### config.mk
export PLATFORM = sky130hd
export DESIGN_NAME = battery_charge_supervisor_top
export DESIGN_NICKNAME = d
export VERILOG_FILES = /design/src/sv/bcs_pkg.sv /design/src/sv/bcs_lane.sv /design/src/sv/bcs_merge.sv /design/src/sv/battery_charge_supervisor_top.sv
export SDC_FILE = /design/constraint.sdc
export NUM_CORES = 2
export LEC_CHECK = 0
export ABC_CLOCK_PERIOD_IN_PS = 37700
export BUFFER_PORTS_ARGS = -buffer_cell sky130_fd_sc_hd__clkbuf_2
export CORE_MARGIN = 4
export CORE_UTILIZATION = 32
export DETAILED_ROUTE_END_ITERATION = 6
export SETUP_SLACK_MARGIN = 0.4
export SLEW_MARGIN = 20
export SYNTH_ARGS = -nofsm -noshare
export SYNTH_HDL_FRONTEND = slang
export SYNTH_SLANG_ARGS = --single-unit
### constraint.sdc
create_clock -name aclk -period 37.7 [get_ports aclk]
set_clock_uncertainty 0.05 [all_clocks]
set_input_delay 1.885 -clock aclk [delete_from_list [all_inputs] [get_ports aclk]]
set_output_delay 1.885 -clock aclk [all_outputs]
set_load 0.005 [all_outputs]
### src/sv/bcs_pkg.sv
// Package for the battery charge supervisor: widths, constants, register indexes
// and the struct types shared by the lanes, the merge stage and the top level.
// No dependencies.
package bcs_pkg;

    // Sample width of the converters
    localparam int ADC_BITS = 10;

    // Q8.16 value width and scale width
    localparam int Q_W     = 24;
    localparam int SCALE_W = 16;
    localparam int PROD_W  = ADC_BITS + SCALE_W;
    localparam int TIME_W  = 32;
    localparam int HOLD_W  = 20;

    // Filter gain 655 / 2^16, product width of the gain multiply
    localparam int GAIN_W = 10;
    localparam logic [GAIN_W-1:0] FILTER_GAIN = GAIN_W'(655);
    localparam int MUL_W  = Q_W + GAIN_W;

    localparam logic [Q_W-1:0] Q_MAX         = {Q_W{1'b1}};
    localparam logic [Q_W-1:0] VOLT_JUMP     = Q_W'(327680);
    localparam logic [Q_W-1:0] AMP_JUMP      = Q_W'(32768);
    localparam logic [Q_W-1:0] STATION_LEVEL = Q_W'(655360);

    // Configuration port
    localparam int CFG_IDX_W  = 3;
    localparam int CFG_DATA_W = 24;

    localparam logic [CFG_IDX_W-1:0] REG_BATTERY_SCALE      = 3'd0;
    localparam logic [CFG_IDX_W-1:0] REG_CHARGER_VOLT_SCALE = 3'd1;
    localparam logic [CFG_IDX_W-1:0] REG_CURRENT_SCALE      = 3'd2;
    localparam logic [CFG_IDX_W-1:0] REG_SWITCH_OFF_LEVEL   = 3'd3;
    localparam logic [CFG_IDX_W-1:0] REG_START_CHARGE_LEVEL = 3'd4;
    localparam logic [CFG_IDX_W-1:0] REG_FULL_CURRENT_LEVEL = 3'd5;
    localparam logic [CFG_IDX_W-1:0] REG_HOLDOFF_MS         = 3'd6;

    // Register reset values
    localparam logic [SCALE_W-1:0] RST_BATTERY_SCALE      = SCALE_W'(5125);
    localparam logic [SCALE_W-1:0] RST_CHARGER_VOLT_SCALE = SCALE_W'(5125);
    localparam logic [SCALE_W-1:0] RST_CURRENT_SCALE      = SCALE_W'(320);
    localparam logic [Q_W-1:0]     RST_SWITCH_OFF_LEVEL   = Q_W'(1376256);
    localparam logic [Q_W-1:0]     RST_START_CHARGE_LEVEL = Q_W'(1638400);
    localparam logic [Q_W-1:0]     RST_FULL_CURRENT_LEVEL = Q_W'(6554);
    localparam logic [HOLD_W-1:0]  RST_HOLDOFF_MS         = HOLD_W'(30000);

    // Sequencer states
    typedef enum logic [2:0] {
        ST_IDLE,
        ST_SCALE,
        ST_DIFF,
        ST_MUL,
        ST_FILT,
        ST_DECIDE
    } state_t;

    // Request payloads
    typedef struct packed {
        logic [ADC_BITS-1:0] battery_sample;
        logic [ADC_BITS-1:0] charger_sample;
        logic [ADC_BITS-1:0] current_sample;
        logic [TIME_W-1:0]   now_ms;
    } in_item_t;

    typedef struct packed {
        logic [Q_W-1:0] battery_volts;
        logic [Q_W-1:0] charger_volts;
        logic [Q_W-1:0] charge_amps;
        logic           in_station;
        logic           charging;
        logic           charge_enable;
        logic           battery_off;
    } out_item_t;

    // Step strobes from the sequencer to every lane
    typedef struct packed {
        logic scale_en;
        logic diff_en;
        logic mul_en;
        logic filt_en;
    } lane_ctrl_t;

    // Levels used by the merge stage
    typedef struct packed {
        logic [Q_W-1:0]    switch_off_level;
        logic [Q_W-1:0]    start_charge_level;
        logic [Q_W-1:0]    full_current_level;
        logic [HOLD_W-1:0] holdoff_ms;
    } level_cfg_t;

    // Supervisor flags
    typedef struct packed {
        logic in_station;
        logic charging;
        logic charge_enable;
        logic battery_off;
    } status_t;

endpackage

### src/sv/bcs_lane.sv
// One filter lane: scales a raw sample to Q8.16 with saturation and runs the
// jump-or-low-pass filter update over four steps. Depends on bcs_pkg.
module bcs_lane (
    input  logic                         aclk,
    input  logic                         aresetn,
    input  bcs_pkg::lane_ctrl_t          ctrl,
    input  logic [bcs_pkg::ADC_BITS-1:0] sample,
    input  logic [bcs_pkg::SCALE_W-1:0]  scale,
    input  logic [bcs_pkg::Q_W-1:0]      jump,
    output logic [bcs_pkg::Q_W-1:0]      filt_value
);

    logic [bcs_pkg::PROD_W-1:0] prod_reg;
    logic [bcs_pkg::Q_W-1:0]    x_reg;
    logic [bcs_pkg::Q_W-1:0]    d_reg;
    logic                       up_reg;
    logic                       jump_reg;
    logic [bcs_pkg::MUL_W-1:0]  m_reg;
    logic [bcs_pkg::Q_W-1:0]    filt_reg;
    logic [bcs_pkg::Q_W-1:0]    filt_next;

    logic [bcs_pkg::Q_W-1:0]    x_sat;
    logic                       up;
    logic [bcs_pkg::Q_W-1:0]    d;
    logic [bcs_pkg::MUL_W:0]    m_round;

    // Saturate the scaled sample and take the distance to the filter value
    always_comb begin
        if (prod_reg > bcs_pkg::PROD_W'(bcs_pkg::Q_MAX)) begin
            x_sat = bcs_pkg::Q_MAX;
        end else begin
            x_sat = prod_reg[bcs_pkg::Q_W-1:0];
        end
        up = (x_sat >= filt_reg);
        d  = up ? (x_sat - filt_reg) : (filt_reg - x_sat);
    end

    // Step down rounds the shifted gain product up, step up rounds it down
    always_comb begin
        m_round = {1'b0, m_reg} + (bcs_pkg::MUL_W + 1)'(16'hFFFF);
        if (jump_reg) begin
            filt_next = x_reg;
        end else if (up_reg) begin
            filt_next = filt_reg + bcs_pkg::Q_W'(m_reg[bcs_pkg::MUL_W-1:16]);
        end else begin
            filt_next = filt_reg - bcs_pkg::Q_W'(m_round[bcs_pkg::MUL_W:16]);
        end
    end

    // Datapath steps: scale, difference, gain multiply
    always_ff @(posedge aclk) begin
        if (ctrl.scale_en) begin
            prod_reg <= bcs_pkg::PROD_W'(sample) * bcs_pkg::PROD_W'(scale);
        end
        if (ctrl.diff_en) begin
            x_reg    <= x_sat;
            d_reg    <= d;
            up_reg   <= up;
            jump_reg <= (d > jump);
        end
        if (ctrl.mul_en) begin
            m_reg <= bcs_pkg::MUL_W'(d_reg) * bcs_pkg::MUL_W'(bcs_pkg::FILTER_GAIN);
        end
    end

    // Filter state
    always_ff @(posedge aclk) begin
        if (!aresetn) begin
            filt_reg <= '0;
        end else if (ctrl.filt_en) begin
            filt_reg <= filt_next;
        end
    end

    assign filt_value = filt_reg;

endmodule

### src/sv/bcs_merge.sv
// Merge stage: combines the three filtered lanes into the station, charge
// and switch-off decisions and holds the supervisor flags. Depends on bcs_pkg.
module bcs_merge (
    input  logic                       aclk,
    input  logic                       aresetn,
    input  logic                       decide_en,
    input  bcs_pkg::level_cfg_t        levels,
    input  logic [bcs_pkg::Q_W-1:0]    battery_volts,
    input  logic [bcs_pkg::Q_W-1:0]    charger_volts,
    input  logic [bcs_pkg::Q_W-1:0]    charge_amps,
    input  logic [bcs_pkg::TIME_W-1:0] now_ms,
    output bcs_pkg::status_t           status_next,
    output bcs_pkg::status_t           status_now
);

    bcs_pkg::status_t            status_reg;
    logic [bcs_pkg::TIME_W-1:0]  last_toggle_reg;
    logic [bcs_pkg::TIME_W-1:0]  last_toggle_next;
    logic [bcs_pkg::TIME_W-1:0]  elapsed;
    logic                        holdoff_done;
    logic                        charging_kept;

    // Decide switch-off, station and charge start or stop
    always_comb begin
        elapsed      = now_ms - last_toggle_reg;
        holdoff_done = (elapsed > bcs_pkg::TIME_W'(levels.holdoff_ms));

        status_next.battery_off   = status_reg.battery_off |
                                    (battery_volts <= levels.switch_off_level);
        status_next.in_station    = (charger_volts > bcs_pkg::STATION_LEVEL);
        charging_kept             = status_reg.charging & status_next.in_station;
        status_next.charging      = charging_kept;
        status_next.charge_enable = status_reg.charge_enable;
        last_toggle_next          = last_toggle_reg;

        if (!charging_kept) begin
            if ((battery_volts < levels.start_charge_level) && holdoff_done) begin
                status_next.charging      = 1'b1;
                status_next.charge_enable = 1'b1;
                last_toggle_next          = now_ms;
            end
        end else begin
            if ((charge_amps <= levels.full_current_level) && holdoff_done) begin
                status_next.charging      = 1'b0;
                status_next.charge_enable = 1'b0;
            end
        end
    end

    // Hold the flags and the last start time
    always_ff @(posedge aclk) begin
        if (!aresetn) begin
            status_reg      <= '0;
            last_toggle_reg <= '0;
        end else if (decide_en) begin
            status_reg      <= status_next;
            last_toggle_reg <= last_toggle_next;
        end
    end

    assign status_now = status_reg;

endmodule

### src/sv/battery_charge_supervisor_top.sv
// Battery charge supervisor top level: configuration registers, step
// sequencer, three filter lanes, merge stage and the result register.
// Depends on bcs_pkg, bcs_lane and bcs_merge.
// A request is accepted only in the idle state, so a new request waits until
// the previous one has passed the four lane steps and the merge step of the
// shared sequencer; a waiting result stalls the merge step and so also the
// next accept.
// Reset (aresetn low, synchronous): filters, flags and last start time clear,
// registers take their defaults, no result is pending.
module battery_charge_supervisor_top (
    input  logic                             aclk,
    input  logic                             aresetn,
    input  logic                             s_valid,
    output logic                             s_ready,
    input  bcs_pkg::in_item_t                s_data,
    output logic                             m_valid,
    input  logic                             m_ready,
    output bcs_pkg::out_item_t               m_data,
    input  logic                             cfg_wr_en,
    input  logic [bcs_pkg::CFG_IDX_W-1:0]    cfg_index,
    input  logic [bcs_pkg::CFG_DATA_W-1:0]   cfg_wdata
);

    logic [bcs_pkg::SCALE_W-1:0] battery_scale_reg;
    logic [bcs_pkg::SCALE_W-1:0] charger_volt_scale_reg;
    logic [bcs_pkg::SCALE_W-1:0] current_scale_reg;
    bcs_pkg::level_cfg_t         levels_reg;

    bcs_pkg::state_t     state_reg;
    bcs_pkg::state_t     state_next;
    bcs_pkg::in_item_t   item_reg;
    bcs_pkg::out_item_t  out_reg;
    logic                out_valid_reg;
    logic                out_valid_next;
    logic                out_load;
    logic                decide_en;
    bcs_pkg::lane_ctrl_t lane_ctrl;

    logic [bcs_pkg::Q_W-1:0] battery_filt;
    logic [bcs_pkg::Q_W-1:0] charger_filt;
    logic [bcs_pkg::Q_W-1:0] current_filt;
    bcs_pkg::status_t        status_next;
    bcs_pkg::status_t        status_now;

    // Configuration writes
    always_ff @(posedge aclk) begin
        if (!aresetn) begin
            battery_scale_reg             <= bcs_pkg::RST_BATTERY_SCALE;
            charger_volt_scale_reg        <= bcs_pkg::RST_CHARGER_VOLT_SCALE;
            current_scale_reg             <= bcs_pkg::RST_CURRENT_SCALE;
            levels_reg.switch_off_level   <= bcs_pkg::RST_SWITCH_OFF_LEVEL;
            levels_reg.start_charge_level <= bcs_pkg::RST_START_CHARGE_LEVEL;
            levels_reg.full_current_level <= bcs_pkg::RST_FULL_CURRENT_LEVEL;
            levels_reg.holdoff_ms         <= bcs_pkg::RST_HOLDOFF_MS;
        end else if (cfg_wr_en) begin
            case (cfg_index)
                bcs_pkg::REG_BATTERY_SCALE: begin
                    battery_scale_reg <= cfg_wdata[bcs_pkg::SCALE_W-1:0];
                end
                bcs_pkg::REG_CHARGER_VOLT_SCALE: begin
                    charger_volt_scale_reg <= cfg_wdata[bcs_pkg::SCALE_W-1:0];
                end
                bcs_pkg::REG_CURRENT_SCALE: begin
                    current_scale_reg <= cfg_wdata[bcs_pkg::SCALE_W-1:0];
                end
                bcs_pkg::REG_SWITCH_OFF_LEVEL: begin
                    levels_reg.switch_off_level <= cfg_wdata[bcs_pkg::Q_W-1:0];
                end
                bcs_pkg::REG_START_CHARGE_LEVEL: begin
                    levels_reg.start_charge_level <= cfg_wdata[bcs_pkg::Q_W-1:0];
                end
                bcs_pkg::REG_FULL_CURRENT_LEVEL: begin
                    levels_reg.full_current_level <= cfg_wdata[bcs_pkg::Q_W-1:0];
                end
                bcs_pkg::REG_HOLDOFF_MS: begin
                    levels_reg.holdoff_ms <= cfg_wdata[bcs_pkg::HOLD_W-1:0];
                end
                default: begin
                end
            endcase
        end
    end

    // State register and result valid
    always_ff @(posedge aclk) begin
        if (!aresetn) begin
            state_reg     <= bcs_pkg::ST_IDLE;
            out_valid_reg <= 1'b0;
        end else begin
            state_reg     <= state_next;
            out_valid_reg <= out_valid_next;
        end
    end

    // Sequence the lane steps, then merge once the result register is free
    always_comb begin
        state_next     = state_reg;
        lane_ctrl      = '0;
        decide_en      = 1'b0;
        out_load       = 1'b0;
        s_ready        = 1'b0;
        out_valid_next = out_valid_reg & ~m_ready;
        case (state_reg)
            bcs_pkg::ST_IDLE: begin
                s_ready = 1'b1;
                if (s_valid) begin
                    state_next = bcs_pkg::ST_SCALE;
                end
            end
            bcs_pkg::ST_SCALE: begin
                lane_ctrl.scale_en = 1'b1;
                state_next         = bcs_pkg::ST_DIFF;
            end
            bcs_pkg::ST_DIFF: begin
                lane_ctrl.diff_en = 1'b1;
                state_next        = bcs_pkg::ST_MUL;
            end
            bcs_pkg::ST_MUL: begin
                lane_ctrl.mul_en = 1'b1;
                state_next       = bcs_pkg::ST_FILT;
            end
            bcs_pkg::ST_FILT: begin
                lane_ctrl.filt_en = 1'b1;
                state_next        = bcs_pkg::ST_DECIDE;
            end
            bcs_pkg::ST_DECIDE: begin
                if (!out_valid_reg || m_ready) begin
                    decide_en      = 1'b1;
                    out_load       = 1'b1;
                    out_valid_next = 1'b1;
                    state_next     = bcs_pkg::ST_IDLE;
                end
            end
            default: begin
                state_next = bcs_pkg::ST_IDLE;
            end
        endcase
    end

    // Capture the request, load the result
    always_ff @(posedge aclk) begin
        if (s_valid && s_ready) begin
            item_reg <= s_data;
        end
        if (out_load) begin
            out_reg.battery_volts <= battery_filt;
            out_reg.charger_volts <= charger_filt;
            out_reg.charge_amps   <= current_filt;
            out_reg.in_station    <= status_next.in_station;
            out_reg.charging      <= status_next.charging;
            out_reg.charge_enable <= status_next.charge_enable;
            out_reg.battery_off   <= status_next.battery_off;
        end
    end

    bcs_lane u_battery_lane (
        .aclk       (aclk),
        .aresetn    (aresetn),
        .ctrl       (lane_ctrl),
        .sample     (item_reg.battery_sample),
        .scale      (battery_scale_reg),
        .jump       (bcs_pkg::VOLT_JUMP),
        .filt_value (battery_filt)
    );

    bcs_lane u_charger_lane (
        .aclk       (aclk),
        .aresetn    (aresetn),
        .ctrl       (lane_ctrl),
        .sample     (item_reg.charger_sample),
        .scale      (charger_volt_scale_reg),
        .jump       (bcs_pkg::VOLT_JUMP),
        .filt_value (charger_filt)
    );

    bcs_lane u_current_lane (
        .aclk       (aclk),
        .aresetn    (aresetn),
        .ctrl       (lane_ctrl),
        .sample     (item_reg.current_sample),
        .scale      (current_scale_reg),
        .jump       (bcs_pkg::AMP_JUMP),
        .filt_value (current_filt)
    );

    bcs_merge u_merge (
        .aclk          (aclk),
        .aresetn       (aresetn),
        .decide_en     (decide_en),
        .levels        (levels_reg),
        .battery_volts (battery_filt),
        .charger_volts (charger_filt),
        .charge_amps   (current_filt),
        .now_ms        (item_reg.now_ms),
        .status_next   (status_next),
        .status_now    (status_now)
    );

    assign m_valid = out_valid_reg;
    assign m_data  = out_reg;

    // Switch-off latch never releases outside reset
    a_off_sticky: assert property (@(posedge aclk) disable iff (!aresetn)
        !$fell(status_now.battery_off))
        else $error("battery switch-off released");

    // Charging is only ever flagged with the enable pin driven
    a_charge_pin: assert property (@(posedge aclk) disable iff (!aresetn)
        m_valid |-> (!m_data.charging || m_data.charge_enable))
        else $error("charging flagged with enable pin low");

    // A held result stalls the merge step
    a_merge_stall: assert property (@(posedge aclk) disable iff (!aresetn)
        (state_reg == bcs_pkg::ST_DECIDE && m_valid && !m_ready)
        |=> (state_reg == bcs_pkg::ST_DECIDE && m_valid))
        else $error("result overwritten while held");

endmodule
# --- Yosys cells after proc, flatten, opt, wreduce, memory -nomap -nowiden ---
# Cells that the tools add are included.
# W data, S select, Z words.
op_classes:
  add_sub_neg: 16
  mul: 6
  magnitude_cmp: 14
  eq_ne: 13
  n_mux: 27
  n_bitwise: 5
  n_reduce_logical: 16
ops:
  columns: ["cell", "n"]
  rows:
  - ["$mux W24", 12]
  - ["$sub A24 B24 Y24", 6]
  - ["$add A34 B16 Y35 const B", 3]
  - ["$mul A24 B10 Y34 const B", 3]
  - ["$gt A26 B24 Y1 const B", 3]
  - ["$mul A10 B16 Y26", 3]
  - ["$add A24 B18 Y24", 3]
  - ["$ge A24 B24 Y1", 3]
  - ["$sub A24 B19 Y24", 3]
  - ["$gt A24 B19 Y1 const B", 2]
  - ["$le A24 B24 Y1", 2]
  - ["$gt A32 B20 Y1", 1]
  - ["$sub A32 B32 Y32", 1]
  - ["$gt A24 B16 Y1 const B", 1]
  - ["$gt A24 B20 Y1 const B", 1]
  - ["$lt A24 B24 Y1", 1]
  - ["$pmux W3 S6", 1]
  - ["$reduce_and A2 Y1", 8]
  - ["$eq A3 B3 Y1 const B", 5]
  - ["$eq A3 B2 Y1 const B", 4]
  - ["$mux W1", 9]
  - ["$eq A3 B1 Y1 const B", 2]
  - ["$logic_not A3 Y1", 2]
  - ["$mux W2", 3]
  - ["other kinds (9)", 15]
word_totals:
  ff_bits: 719
  in_bits: 94
  output_inout_bits: 78
  word_cells: 142

# --- Depth between registers and ports, before layout ---
logic_depth:
  depth_word: 5
  ltp_mapped: 24
  ltp_nobuf: 23

# --- Hierarchy ---
# Synthesis repeated with hierarchy kept, for this count alone.
unflattened:
  cells_unflattened: 7266
  area_unflattened_um2: 70604.0
by_module_without_submodules:
  columns: ["module", "n_inst", "cells_per_inst", "area_per_inst_um2", "seq_area_each_um2"]
  rows:
  - ["bcs_lane at u_battery_lane", 1, 1935, 18724.2, 3783.6]
  - ["bcs_lane at u_charger_lane", 1, 1940, 18620.4, 3783.6]
  - ["bcs_lane at u_current_lane", 1, 1916, 18348.8, 3783.6]
  - ["battery_charge_supervisor_top", 1, 663, 9122.5, 7026.7]
  - ["bcs_merge", 1, 812, 5788.1, 720.7]

# --- Worst setup path before layout ---
# No wires, ideal clock.
synth_timing:
  path_kind: "reg2reg"
  from: "register state_reg[1]"
  to: "register u_battery_lane.d_reg[0] (netlist name) (enable)"
  setup_time_ns: 0.874
  arrival_ns: 11.400
  required_time_ns: 36.776
  slack_ns: 25.375
  stages_incl_launch_ff: 3
  cell_sequence: "dfxtp_1 -> clkbuf_1 -> nor3b_1"
synth_via:
  elab_chain_cells: 2
synth_rtl:
  columns: ["element", "line_no", "text"]
  rows:
  - ["start, declared", "battery_charge_supervisor_top.sv:29", "bcs_pkg::state_t state_reg;"]
  - ["start signal, assigned", "battery_charge_supervisor_top.sv:87", "state_reg <= bcs_pkg::ST_IDLE;"]
  - ["start signal, assigned", "battery_charge_supervisor_top.sv:90", "state_reg <= state_next;"]
  - ["$eq A3 B2 Y1", "battery_charge_supervisor_top.sv:103", "case (state_reg)"]
  - ["$mux W1", "battery_charge_supervisor_top.sv:103", null]
  - ["end signal, assigned", "bcs_lane.sv:57", "d_reg <= d;"]
  - ["end, declared", "bcs_lane.sv:15", "logic [bcs_pkg::Q_W-1:0] d_reg;"]
# Every way passes these cells.
# A chain may end at the register's enable or synchronous reset.

# --- Worst setup path in the final report ---
layout_timing:
  from: "register item_reg[36] (netlist name)"
  to: "register u_current_lane.prod_reg[24] (netlist name), data pin"
layout_via:
  elab_chain_cells: 1
layout_rtl:
  columns: ["element", "line_no", "text"]
  rows:
  - ["start, declared", "battery_charge_supervisor_top.sv:31", "bcs_pkg::in_item_t item_reg;"]
  - ["start signal, assigned", "battery_charge_supervisor_top.sv:143", "item_reg <= s_data;"]
  - ["$mul A10 B16 Y26", "bcs_lane.sv:53", "prod_reg <= bcs_pkg::PROD_W'(sample) * bcs_pkg::PROD_W'(scale);"]
  - ["end signal, assigned", "bcs_lane.sv:53", null]
  - ["end, declared", "bcs_lane.sv:13", "logic [bcs_pkg::PROD_W-1:0] prod_reg;"]
# Every way passes these cells.

==> flow_summary.yaml <==
setup_path:
  cp_common_cell: "fa_1"
  worst_setup_path_start_kind: "flop"
  worst-path-buf-inv: 4
  crit_chain: "and2_1 > fa_1 > inv_1 > fa_1 > inv_1 > fa_1 > fa_1 > inv_1 > fa_1 > inv_1 > ha_1 > a21o_1 > a21o_1 > a2111o_1 > a31oi_1 > a211oi_1 > a41o_1 > o41a_1 > a21o_1 > a21oi_1 > xnor2_1"
  ff2ff_path_depth: 21
  rrSetupSlack_ns: 31.32
  critPathMaxStageDelay_ns: 0.62
  regToRegEndpoint: "u_current_lane.prod_reg[24]"
  cp-end-kind: "flop"
  critPathSlowestCell: "edfxtp_1"
  crit_type: "flop to flop"
  cp.required_ns: 38.10
  r2r_start: "item_reg[36]"
  arrival_ns: 6.79
  critPathMaxFanout: 16
  crit_family: "adder cells"
synthesis:
  ys_types: 88
  synth_ff_type: "edfxtp_1"
  syn_area_per_cell_um2: 9.56
  synth_area_um2: 68900
  synthesis.nets: 8773
  synth_edf_count: 468
  async_reset_ff_frac: 0
  synthCells: 7208
  seq_area_frac_synth: 0.277
  ys_ff_latch: 719
  synth_warnings: 0
drt:
  vias_per_cell: 5.10
  via_count: 51763
  first_pass_iters: 6
  drc_errors: 0
  postRouteAntennaNets: 0
  wl_mm: 192
  wl_per_cell_um: 18.9
  dr.first_iter.drc_count: 3473
hold_path:
  hold_path.class: "flop to flop"
  hold_start: "levels_reg[78]"
  min_to: "levels_reg[78]"
  min_path_cells: 2
place:
  port_buffers: 171
  hpwl_mm: 151
  routabilityCongestion: 0.896
clocking:
  post_cts_buffers: 0
  cts.sinks: 719
  clk_pin_slew_ns: 0.06
  ctsResizeCount: 0
  numCtsBuffers: 89
  clock-root-buffer: "clkbuf_16"
  clockBufferDepth: 3
  h-tree-depth: 3
  cts_tree: "built"
  cts_hold_buf: 0
  clk-insertion-delay-late_ns: 0.71
sta:
  final-setup-viol-count: 0
  worstMarginPinSlew_ns: 1.04
  rsz0062_at_grt: "no"
  fin_tns_setup_ns: 0
  hold_ws_ns: 0.404
  drv_slew: 0
  max_clock_freq_ghz: 0.157
  fin_crit_sh: 0.169
  slew_headroom: 0.305
  hold_viol: 0
  min_period_ns: 6.38
cells_and_area:
  final_nets: 8803
  drive_gt1_frac: 0.0561
  seq_area_um2: 19100
  multi_input_area_um2: 45500
  fillCellCount: 21639
  syn2layout_area_growth_pct: 9.80
  largest_reg_flops: 92
floorplanning:
  core_area_um2: 214000
  initial_utilization: 0.322
  io_pins: 172
  die_height_um: 472
  rows: 170
  die-area_um2: 223000
  die_x_um: 472
power_and_ir_drop:
  power.density_nw_per_um2: 70.9
  peakVddDrop_mv: 0.0690
  leakage_uw: 0.0335
global_routing:
  grt_overflow: 0
  track_usage: 0.172
  grt_pass1_wl_mm: 304
  grt_start_max_net_pins: 85
  antenna_found_initial: 20
  grt_pass1_vias: 52684
run_status:
  outcome: "complete, no violations"
job:
  drv_cap: 0
-- cells in the mapped netlist, types with 47 or more instances --
cell      instances  area, um2
nand2b_1         67        419
and2_1          241       1510
nor2_1          307       1150
mux2i_1          79        791
o21bai_1         61        458
nand2_1         807       3030
o21ai_0         204       1020
or3_1           103        644
o21a_1           47        353
edfxtp_1        468      14100
dfxtp_1         251       5020
clkbuf_1        241        905
a21oi_1         491       2460
xor2_1          137       1200
fa_1            577      11600
o211ai_1         50        375
xnor2_1         215       1880
nor2b_1          51        319
inv_1           908       3410
a21o_1          180       1350
nand4_1          61        382
ha_1            894      11200
nor3_1          104        521
a211oi_1        117        878
nand3_1          86        430
-- where the power goes --
part           internal [uW]  switching [uW]  leakage, uW
Clock                    527             374      0.00148
Sequential              1110            94.6      0.00626
Combinational           1400            1860       0.0258
Total                   3040            2330       0.0335
-- worst min-delay path, delay by kind of cell, from the launching register on --
kind	cells	cell delay [ns]
AO/OA/AOI/OAI	1	0.05
flip-flops	1	0.31
AND/OR/NAND/NOR	1	0.05
-- routing by layer --
layer	part of all wire	global-route usage	vias up	routed length [um]
li1	-	-	24835	-
met1	0.47	0.239	25437	89500
met2	0.44	0.271	1197	85500
met3	0.049	0.0216	286	9420
met4	0.041	0.0677	8	7950
met5	0.00028	0	-	54
-- worst max path at each step --
stage	from	endpoint	slack, ns	depth (start not counted)
finish	item_reg[36]	u_current_lane.prod_reg[24]	31.32	21
detailed placement	item_reg[36]	u_current_lane.prod_reg[24]	31.30	21
CTS	item_reg[36]	u_current_lane.prod_reg[24]	31.29	21
global route	item_reg[33]	u_current_lane.prod_reg[24]	30.94	20
global placement	item_reg[36]	u_current_lane.prod_reg[24]	31.30	21
floorplan	state_reg[1]	u_battery_lane.d_reg[0]	25.38	2
-- layout by cell type (no fill, tap or decap), types with 21 or more instances in the layout --
cell type and n:
dfxtp_1 251, nand2b_1 66, or3_1 103, nor4_1 42
o21ai_0 204, nor2_1 300, buf_4 28, o31ai_1 21
mux2i_1 79, nand3_1 86, a31oi_1 46, and3_1 43
inv_1 908, o211ai_1 50, xnor2_1 215, ha_1 894
o21bai_1 61, a21o_1 180, nor2b_1 51, nand2_1 807
xor2_1 137, clkbuf_16 92, a211oi_1 117, a21oi_1 489
clkbuf_2 170, fa_1 577, nor3_1 103, and2_1 240
o21a_1 47, nand4_1 61, edfxtp_1 468
-- stage by stage --
step,std cells,setup slack (ns),total power (uW),util,instance area (um2)
finish,10159,31.32,5370,0.353,75700
detailed placement,9985,31.30,4440,0.339,72600
CTS,10151,31.29,5410,0.353,75700
global placement,9985,31.30,4410,0.339,72600
floorplan,7208,25.38,3690,-,68900
global route,10155,30.94,5910,0.353,75700
-- area by class of cell --
cell class                 instances  area share
clock inverter                    52     0.00775
clock buffer                     114      0.0324
antenna                            8    0.000264
tap                             2838      0.0469
sequential                       719       0.252
timing repair buffer             198      0.0140
inverter                         911      0.0453
multi-input combinational       5319       0.601
-- kinds of logic (layout without fill, tap and decap cells) --
logic type                 Yosys count  after routing  share of synthesized area
and+or+nand+nor                   1994           1994                      0.139
adders and majority gates         1471           1471                      0.330
AOI/OAI and AO/OA                 1410           1410                      0.132
buffers and inverters             1170           1275                     0.0641
DFF                                719            719                      0.277
xor gates and xnor gates           352            352                     0.0447
muxes                               92             92                     0.0138
other                                0              8                          0
Note: power is estimated with default switching activity, not from simulation.
